### src/sv/bmpc_pkg.sv
// ----------------------------------------------------------------------------
// Multi-press counter package
// Shared types and constants for the debounced multi-press counter.
// ----------------------------------------------------------------------------
package bmpc_pkg;

  localparam int TIME_W    = 32;
  localparam int CFG_W     = 16;
  localparam int CFG_IDX_W = 2;
  localparam int CLICK_W   = 2;

  localparam logic [CFG_W-1:0]   DEBOUNCE_RST = 16'd50;
  localparam logic [CFG_W-1:0]   WINDOW_RST   = 16'd400;
  localparam logic [CLICK_W-1:0] CLICK_MAX    = 2'd3;

  typedef enum logic [CFG_IDX_W-1:0] {
    REG_DEBOUNCE = 2'd0,
    REG_WINDOW   = 2'd1
  } cfg_idx_t;

  typedef struct packed {
    logic [CFG_W-1:0] debounce_ms;
    logic [CFG_W-1:0] window_ms;
  } cfg_t;

endpackage

### src/sv/bmpc_cfg_regs.sv
// ----------------------------------------------------------------------------
// Multi-press counter configuration registers
// Holds the debounce interval and the quiet window, written by index.
// ----------------------------------------------------------------------------
module bmpc_cfg_regs (
  input  logic                           clk,
  input  logic                           rst_n,
  input  logic                           cfg_we,
  input  logic [bmpc_pkg::CFG_IDX_W-1:0] cfg_index,
  input  logic [bmpc_pkg::CFG_W-1:0]     cfg_wdata,
  output bmpc_pkg::cfg_t                 cfg
);
  import bmpc_pkg::*;

  cfg_t cfg_r;
  cfg_t cfg_nxt;

  always_comb begin
    cfg_nxt = cfg_r;
    if (cfg_we) begin
      unique case (cfg_idx_t'(cfg_index))
        REG_DEBOUNCE: cfg_nxt.debounce_ms = cfg_wdata;
        REG_WINDOW:   cfg_nxt.window_ms   = cfg_wdata;
        default:      cfg_nxt = cfg_r;
      endcase
    end
  end

  always_ff @(posedge clk) begin
    if (!rst_n) begin
      cfg_r.debounce_ms <= DEBOUNCE_RST;
      cfg_r.window_ms   <= WINDOW_RST;
    end else begin
      cfg_r <= cfg_nxt;
    end
  end

  assign cfg = cfg_r;

endmodule

### src/sv/bmpc_sampler.sv
// ----------------------------------------------------------------------------
// Multi-press counter sampler
// Debounces the switch, counts presses and reports a finished burst.
// ----------------------------------------------------------------------------
module bmpc_sampler (
  input  logic                         clk,
  input  logic                         rst_n,
  input  logic                         step,
  input  logic [bmpc_pkg::TIME_W-1:0]  now_ms,
  input  logic                         switch_level,
  input  bmpc_pkg::cfg_t               cfg,
  output logic [bmpc_pkg::CLICK_W-1:0] click_count
);
  import bmpc_pkg::*;

  logic [TIME_W-1:0]  last_sample_r, last_sample_nxt;
  logic [TIME_W-1:0]  last_press_r,  last_press_nxt;
  logic               held_r,        held_nxt;
  logic [CLICK_W-1:0] pending_r,     pending_nxt;

  logic [TIME_W-1:0]  sample_gap;
  logic [TIME_W-1:0]  press_gap;
  logic               sample_ok;
  logic               press;
  logic [CLICK_W-1:0] pending_upd;
  logic               report;

  always_comb begin
    sample_gap      = now_ms - last_sample_r;
    sample_ok       = sample_gap >= {{(TIME_W-CFG_W){1'b0}}, cfg.debounce_ms};
    press           = sample_ok && !switch_level && !held_r;
    held_nxt        = sample_ok ? !switch_level : held_r;
    last_sample_nxt = sample_ok ? now_ms : last_sample_r;

    pending_upd = pending_r;
    if (press && (pending_r != CLICK_MAX)) begin
      pending_upd = pending_r + CLICK_W'(1);
    end
    last_press_nxt = press ? now_ms : last_press_r;

    press_gap   = now_ms - last_press_nxt;
    report      = (pending_upd != '0) &&
                  (press_gap > {{(TIME_W-CFG_W){1'b0}}, cfg.window_ms});
    click_count = report ? pending_upd : '0;
    pending_nxt = report ? '0 : pending_upd;
  end

  always_ff @(posedge clk) begin
    if (!rst_n) begin
      last_sample_r <= '0;
      last_press_r  <= '0;
      held_r        <= 1'b0;
      pending_r     <= '0;
    end else if (step) begin
      last_sample_r <= last_sample_nxt;
      last_press_r  <= last_press_nxt;
      held_r        <= held_nxt;
      pending_r     <= pending_nxt;
    end
  end

endmodule

### src/sv/button_multi_press_counter.sv
// ----------------------------------------------------------------------------
// Debounced multi-press counter
// Each input word is a poll carrying a millisecond timestamp and the raw,
// active-low switch level. Each poll gives exactly one output word: zero, or
// the number of presses (clamped to three) in a burst that has just gone
// quiet for longer than the window.
// Channels use valid and stall; a word moves when valid is high and stall is
// low. The configuration port writes the debounce interval (index 0) and the
// window (index 1); the user is to write it only while the block is idle, and
// the block itself does not enforce this. An input word is held in the input
// register, then passes through the sampler logic into the output register,
// which presents the output word. One poll is taken every cycle while the
// output is not stalled; the state update of the sampler sets that rate.
// A synchronous reset restores the default configuration, clears the burst
// state and empties both registers. When the receiver stalls, the output word
// holds and the input register may still take one more word before in_stall
// rises.
// ----------------------------------------------------------------------------
module button_multi_press_counter (
  input  logic                           clk,
  input  logic                           rst_n,
  input  logic                           in_valid,
  output logic                           in_stall,
  input  logic [bmpc_pkg::TIME_W-1:0]    in_now_ms,
  input  logic                           in_switch_level,
  output logic                           out_valid,
  input  logic                           out_stall,
  output logic [bmpc_pkg::CLICK_W-1:0]   out_click_count,
  input  logic                           cfg_we,
  input  logic [bmpc_pkg::CFG_IDX_W-1:0] cfg_index,
  input  logic [bmpc_pkg::CFG_W-1:0]     cfg_wdata
);
  import bmpc_pkg::*;

  cfg_t               cfg;
  logic               s1_valid_r;
  logic [TIME_W-1:0]  s1_now_r;
  logic               s1_level_r;
  logic               out_valid_r;
  logic [CLICK_W-1:0] out_click_r;
  logic [CLICK_W-1:0] click_nxt;
  logic               out_free;
  logic               s1_move;
  logic               in_take;

  assign out_free = !out_valid_r || !out_stall;
  assign s1_move  = s1_valid_r && out_free;
  assign in_stall = s1_valid_r && !out_free;
  assign in_take  = in_valid && !in_stall;

  bmpc_cfg_regs u_cfg (
    .clk       (clk),
    .rst_n     (rst_n),
    .cfg_we    (cfg_we),
    .cfg_index (cfg_index),
    .cfg_wdata (cfg_wdata),
    .cfg       (cfg)
  );

  bmpc_sampler u_sampler (
    .clk          (clk),
    .rst_n        (rst_n),
    .step         (s1_move),
    .now_ms       (s1_now_r),
    .switch_level (s1_level_r),
    .cfg          (cfg),
    .click_count  (click_nxt)
  );

  always_ff @(posedge clk) begin
    if (!rst_n) begin
      s1_valid_r  <= 1'b0;
      out_valid_r <= 1'b0;
    end else begin
      if (in_take) begin
        s1_valid_r <= 1'b1;
      end else if (s1_move) begin
        s1_valid_r <= 1'b0;
      end
      if (s1_move) begin
        out_valid_r <= 1'b1;
      end else if (!out_stall) begin
        out_valid_r <= 1'b0;
      end
    end
  end

  always_ff @(posedge clk) begin
    if (in_take) begin
      s1_now_r   <= in_now_ms;
      s1_level_r <= in_switch_level;
    end
    if (s1_move) begin
      out_click_r <= click_nxt;
    end
  end

  assign out_valid       = out_valid_r;
  assign out_click_count = out_click_r;

endmodule

### config.mk
export PLATFORM = sky130hd
export DESIGN_NAME = button_multi_press_counter
export DESIGN_NICKNAME = d
export VERILOG_FILES = /design/src/sv/bmpc_pkg.sv /design/src/sv/bmpc_cfg_regs.sv /design/src/sv/bmpc_sampler.sv /design/src/sv/button_multi_press_counter.sv
export SDC_FILE = /design/constraint.sdc
export NUM_CORES = 1
export LEC_CHECK = 0
export BUFFER_PORTS_ARGS = -buffer_cell sky130_fd_sc_hd__buf_2
export CAP_MARGIN = 25
export CORE_ASPECT_RATIO = 0.6
export CORE_MARGIN = 2
export CORE_UTILIZATION = 63
export CTS_CLUSTER_SIZE = 40
export DETAILED_ROUTE_END_ITERATION = 10
export HOLD_SLACK_MARGIN = 0.15
export PLACE_DENSITY = 0.81
export SETUP_SLACK_MARGIN = 0.15
export SYNTH_ARGS = -nofsm -noshare
export SYNTH_HDL_FRONTEND = slang
export SYNTH_HIERARCHICAL = 1
export SYNTH_SLANG_ARGS = --single-unit
### constraint.sdc
create_clock -name clk -period 11.3 [get_ports clk]
set_clock_uncertainty 0.15 [all_clocks]
set_input_delay 1.695 -clock clk [delete_from_list [all_inputs] [get_ports clk]]
set_output_delay 1.695 -clock clk [all_outputs]
set_load 0.01 [all_outputs]
[Word level (Yosys, flattened, before mapping)]
Cells that the tools add are included.
Storage, ports and cells
  output and inout bits: 4
  bits in registers: 136
Cells by class
  equality and inequality tests: 3
  reductions and logical operators: 20
  multiplexer cells: 7
  order comparisons: 2
  $add $sub $neg: 3
Operator list (number)
  $sub 32x32->32: 2
  $ge 32x16->1: 1
  $gt 32x16->1: 1
  $mux 32: 1
  $logic_and 1x1->1: 7
  $logic_not 1->1: 6
  $reduce_and 2->1: 3
  $mux 1: 4
  $mux 2: 2
  $reduce_bool 2->1: 2
  $add 2x1->2 const B: 1
  $eq 2x1->1 const B: 1
  $logic_not 2->1: 1
  $ne 2x1->1 const B: 1
  $ne 2x2->1 const B: 1
  $logic_or 1x1->1: 1

[Depth between registers and ports, before layout]
  word-level depth: 9
  mapped depth: 48
  gate-level depth less buffers: 45

[Cells and area by module]
The synthesis kept the hierarchy.
By module, submodules not included
  bmpc_sampler: times used 1, cells each 1089, area each 8029.0 um^2, sequential area each 1341.3 um^2
  bmpc_cfg_regs: times used 1, cells each 128, area each 1276.2 um^2, sequential area each 640.6 um^2
  button_multi_press_counter: times used 1, cells each 43, area each 1134.8 um^2, sequential area each 1091.0 um^2

[Worst setup path before layout]
Ideal clock, no wire load.
  kind: reg-to-reg
  from: register s1_now_r[3]
  to: register out_click_r[1] (netlist: out_click_count[1]) (data pin)
  data required time: 10.891 ns
  library setup time: 0.259 ns
  data arrival time: 9.220 ns
  cell stages (with the launch flop): 43
  path slack: 1.672 ns
  cell sequence: edfxtp_1 ha_1 a21o_1 a21oi_2 a211oi_1 or2_1 nor2_1 o21ai_0 xor2_1 ha_1 a221o_1 a2111oi_0 nand4_1 a2111oi_0 o21ai_1 nor4_4 a21o_1 buf_6 [7 not listed] a21boi_0 o21ai_1 a41oi_1 a211o_1 mux2i_4 nor2_1 a21o_1 a21oi_1 xnor2_1 ha_1 nand4_1 or2_2 o31ai_1 o2111ai_1 nor4b_1 and4_1 and3_4 a21oi_1
Between the ends
  longest elaborated chain between the ends: 8
RTL lines
  start: declaration: line button_multi_press_counter.sv:37  | logic [TIME_W-1:0] s1_now_r;
  start signal: assignment: line button_multi_press_counter.sv:90  | s1_now_r <= in_now_ms;
  $sub 32x32->32: line bmpc_sampler.sv:29  | sample_gap = now_ms - last_sample_r;
  $ge 32x16->1: line bmpc_sampler.sv:30  | sample_ok = sample_gap >= {{(TIME_W-CFG_W){1'b0}}, cfg.debounce_ms};
  $logic_and 1x1->1 (2 in series): line bmpc_sampler.sv:31  | press = sample_ok && !switch_level && !held_r;
  $mux 32 / $logic_and 1x1->1 (equally long branches): line bmpc_sampler.sv:39, bmpc_sampler.sv:36
  $sub 32x32->32 / $mux 2 (equally long branches): line bmpc_sampler.sv:41, bmpc_sampler.sv:36
  $gt 32x16->1 / $reduce_bool 2->1 (equally long branches): line bmpc_sampler.sv:43, bmpc_sampler.sv:42
  $logic_and 1x1->1: line bmpc_sampler.sv:42  | report = (pending_upd != '0) &&
  end signal: assignment: line button_multi_press_counter.sv:94  | out_click_r <= click_nxt;
  end: declaration: line button_multi_press_counter.sv:40  | logic [CLICK_W-1:0] out_click_r;
Parallel ways exist; a longest one is shown, timed or not.
A chain may end at the register's enable or synchronous reset.

[Worst setup path in the final report]
  from: register s1_now_r[8]
  to: register out_click_r[1] (netlist: out_click_count[1]) (data pin)
Between the ends
  longest elaborated chain between the ends: 8
RTL lines
  $sub 32x32->32: line bmpc_sampler.sv:29
  $ge 32x16->1: line bmpc_sampler.sv:30
  $logic_and 1x1->1 (2 in series): line bmpc_sampler.sv:31
  $mux 32: line bmpc_sampler.sv:39  | last_press_nxt = press ? now_ms : last_press_r;
  named net u_sampler.last_press_nxt[0]: line bmpc_sampler.sv:17  | logic [TIME_W-1:0] last_press_r, last_press_nxt;
  $sub 32x32->32: line bmpc_sampler.sv:41  | press_gap = now_ms - last_press_nxt;
  $gt 32x16->1: line bmpc_sampler.sv:43  | (press_gap > {{(TIME_W-CFG_W){1'b0}}, cfg.window_ms});
  $logic_and 1x1->1: line bmpc_sampler.sv:42
The timed path passes the listed nets, and every way through them passes these cells.

==> results.json <==
{
  "stdcell_count": 1513,
  "wl_met3_mm": 3.42,
  "port_buffers": 59,
  "diodes": 0,
  "final_layout_size_suffix_gt1_share_pct": 10.3,
  "synth_top_area_cell": "dfxtp_1",
  "synth_fp_nets": 1410,
  "layout.area.seq_um2": 3070,
  "rows": 36,
  "yosysSeqAreaShare_pct": 29.4,
  "cp.arrival_ps": 10580,
  "drtPass1Iterations": 6,
  "power_leakage_nw": 4.86,
  "synthCells": 1260,
  "layout_setup_ws_ps": 744,
  "ys_ff_latch": 136,
  "netSwitchingPower_uw": 554,
  "num-nets-final": 1441,
  "worstPathRequired_ps": 11320,
  "tightest_slew_ps": 951,
  "route.detailed.drc": 0,
  "routed_wl_mm": 29.2,
  "worstSetupStartpointType": "flip-flop",
  "synth_cell_types": 88,
  "dp_slack_ps": 820,
  "cts_buffers": 17,
  "core-area_um2": 16200,
  "wl_per_cell_um": 19.3,
  "crit_slowest_cell": "o41ai_2",
  "dp_hpwl_mm": 22.1,
  "cts_root_buf": "clkbuf_16",
  "multi_input_area_um2": 6780,
  "fin_crit_ps": 10560,
  "wl_met1_mm": 14.1,
  "ys_warn_count": 6,
  "crit_type": "reg2reg",
  "die_area_um2": 17700,
  "p_seq_share_pct": 34.6,
  "clockBufferDepth": 2,
  "cts_tree": "yes",
  "synth-edff-count": 35,
  "setup_violations": 0,
  "powerDensity_nw_per_um2": 139,
  "swShare_pct": 35.0,
  "top_layer_used": "met4",
  "area_growth_pct": 9.11,
  "grt_pass1_vias": 8483,
  "grt_overflow": 0,
  "synth.area.top_cells": "dfxtp_1 19%, ha_1 11%, edfxtp_1 10%",
  "grt_pass1_wl_mm": 45.6,
  "hold_buffers": 0,
  "hold_viol": 0,
  "pwr-share-clk_pct": 33.8,
  "clock_sink_count": 136,
  "place.gp.congestion": 0.999,
  "netlist_area_um2": 10400,
  "io_pins": 60,
  "dp.cells": 1479,
  "max_cap_viol_count": 0,
  "hold_class": "reg2reg",
  "clkLatencyLatePin_ps": 420,
  "outcome": "finished, final reports clean",
  "critPathCaptureType": "flip-flop",
  "drv_slew": 0,
  "final_cell_mix": "139 x nand2_1, 107 x a21oi_1, 101 x dfxtp_1, 97 x nor2_1, 95 x inv_1",
  "fin_setup_tns_ps": 0,
  "path_max_fanout": 10,
  "dr_wl_met2_mm": 11.2,
  "placed_area_um2": 10800,
  "die_y_um": 104,
  "ant_nets": 0,
  "final_cell_area_um2": 11400,
  "clk_pin_slew_ps": 60,
  "via_per_inst": 6.24,
  "slowest_delay_ps": 560,
  "synth-main-ff-cell": "dfxtp_1",
  "finalCritPeriodShare_pct": 93.4,
  "async_reset_ff_share_pct": 0,
  "drtIter0Drc": 1210,
  "initial_core_util_pct": 64.4,
  "layout_commonest_cell": "nand2_1",
  "num_vias": 9447,
  "pwr-share-comb_pct": 31.6,
  "grt_setup_unrepaired": "false",
  "htree_levels": 4,
  "max_slew_margin_pct": 36.6,
  "die_x_um": 170,
  "grt_usage_pct": 33.2,
  "ir_worst_vdd_mv": 0.0890,
  "internal-power_mw": 1.03,
  "syn_area_per_cell_um2": 8.29,
  "antenna_found_initial": 0,
  "fill_cells": 1269,
  "grt_max_degree": 104,
  "max_freq_ghz": 0.0947,
  "synth_top_area_share_pct": 19.4
}
-- critical path, delay by kind of cell, from the launching register on --
family	cells	cell delay (ps)
XOR/XNOR	2	270
AO/OA/AOI/OAI	21	4960
AND/OR/NAND/NOR	13	2550
adder cells (fa/ha/maj)	5	1560
flip-flops	1	540
multiplexers	1	250
-- cell type report --
| cell class | instances | share of cell area (%) |
|---|---|---|
| multi-input combinational | 975 | 59.5 |
| clock buffer | 19 | 3.80 |
| inverter | 95 | 3.13 |
| tap | 209 | 2.30 |
| sequential | 136 | 27.0 |
| timing repair buffer | 66 | 3.19 |
| clock inverter | 13 | 1.08 |
-- layer usage --
metal	vias up	GRT usage [%]
met3	42	10.1
met5	-	0
met2	465	43.4
li1	4592	-
met4	0	8.06
met1	4348	52.0
-- power by group through the flow --
stage	logic (mW)	registers [mW]	clock network, mW
floorplan	0.364	0.549	0
global placement	0.465	0.556	0
detailed placement	0.474	0.557	0
CTS	0.480	0.547	0.542
global route	0.546	0.550	0.565
finish	0.500	0.547	0.535
-- metrics by stage --
step | power, mW | utilization (%) | hold WS, ps
6_report | 1.58 | 70.2 | 307
5_1_grt | 1.66 | 70.2 | 331
4_1_cts | 1.57 | 70.0 | 308
3_5_place_dp | 1.03 | 66.6 | 299
3_3_place_gp | 1.02 | 66.6 | 293
2_1_floorplan | 0.912 | - | 285
-- final timing paths --
check	start	endpoint	cells after the start	slack, ps
min reg2reg	u_cfg/cfg[18]	u_cfg/cfg[18]	2	310
max reg2reg	s1_now_r[8]	out_click_count[1]	42	740
max	s1_now_r[8]	out_click_count[1]	42	740
min	u_cfg/cfg[18]	u_cfg/cfg[18]	2	310
-- cell usage after synthesis, types with 4 or more instances --
| cell | count |
|---|---|
| a2111oi_0 | 4 |
| a211o_1 | 8 |
| a211oi_1 | 11 |
| a21boi_0 | 8 |
| a21o_1 | 23 |
| a21oi_1 | 108 |
| a21oi_2 | 4 |
| a31oi_1 | 9 |
| and2_1 | 12 |
| and3_1 | 9 |
| and4_1 | 5 |
| buf_2 | 7 |
| buf_6 | 4 |
| clkbuf_1 | 37 |
| dfxtp_1 | 101 |
| edfxtp_1 | 35 |
| ha_1 | 92 |
| inv_1 | 95 |
| mux2i_1 | 65 |
| nand2_1 | 139 |
| nand2b_1 | 12 |
| nand3_1 | 25 |
| nand4_1 | 18 |
| nor2_1 | 97 |
| nor2b_1 | 52 |
| nor3_1 | 18 |
| nor3b_1 | 7 |
| nor4_1 | 5 |
| o211a_1 | 28 |
| o211ai_1 | 11 |
| o21a_1 | 9 |
| o21ai_0 | 47 |
| o21ai_1 | 10 |
| o21bai_1 | 8 |
| o221ai_1 | 4 |
| o22ai_1 | 5 |
| o31ai_1 | 5 |
| or2_2 | 4 |
| or3_1 | 10 |
| xnor2_1 | 27 |
| xor2_1 | 13 |
-- timing repair --
action	CTS	global route
hold endpoints to repair	0	0
gates resized for setup	0	3
buffers inserted	0	1
setup endpoints to repair	0	4
-- flip-flops by register name (all words and copies together), names as in the netlist --
name / count
u_sampler/pending_r: 2
s1_level_r: 1
s1_now_r: 32
out_click_count: 2
u_sampler/held_r: 1
u_sampler/last_sample_r: 32
u_sampler/last_press_r: 32
u_cfg/cfg: 32
s1_valid_r: 1
out_valid: 1
-- cells by family (layout without fill, tap and decap cells) --
logic type | Yosys count | count (layout) | share of synthesized area, %
fa+ha+maj | 94 | 94 | 11.4
mux | 67 | 67 | 6.59
compound gates | 337 | 337 | 22.2
buf+inv | 149 | 193 | 5.98
flops | 136 | 136 | 29.4
simple gates | 437 | 437 | 21.0
xor+xnor | 40 | 40 | 3.36
Note: power is estimated with default switching activity, not from simulation.
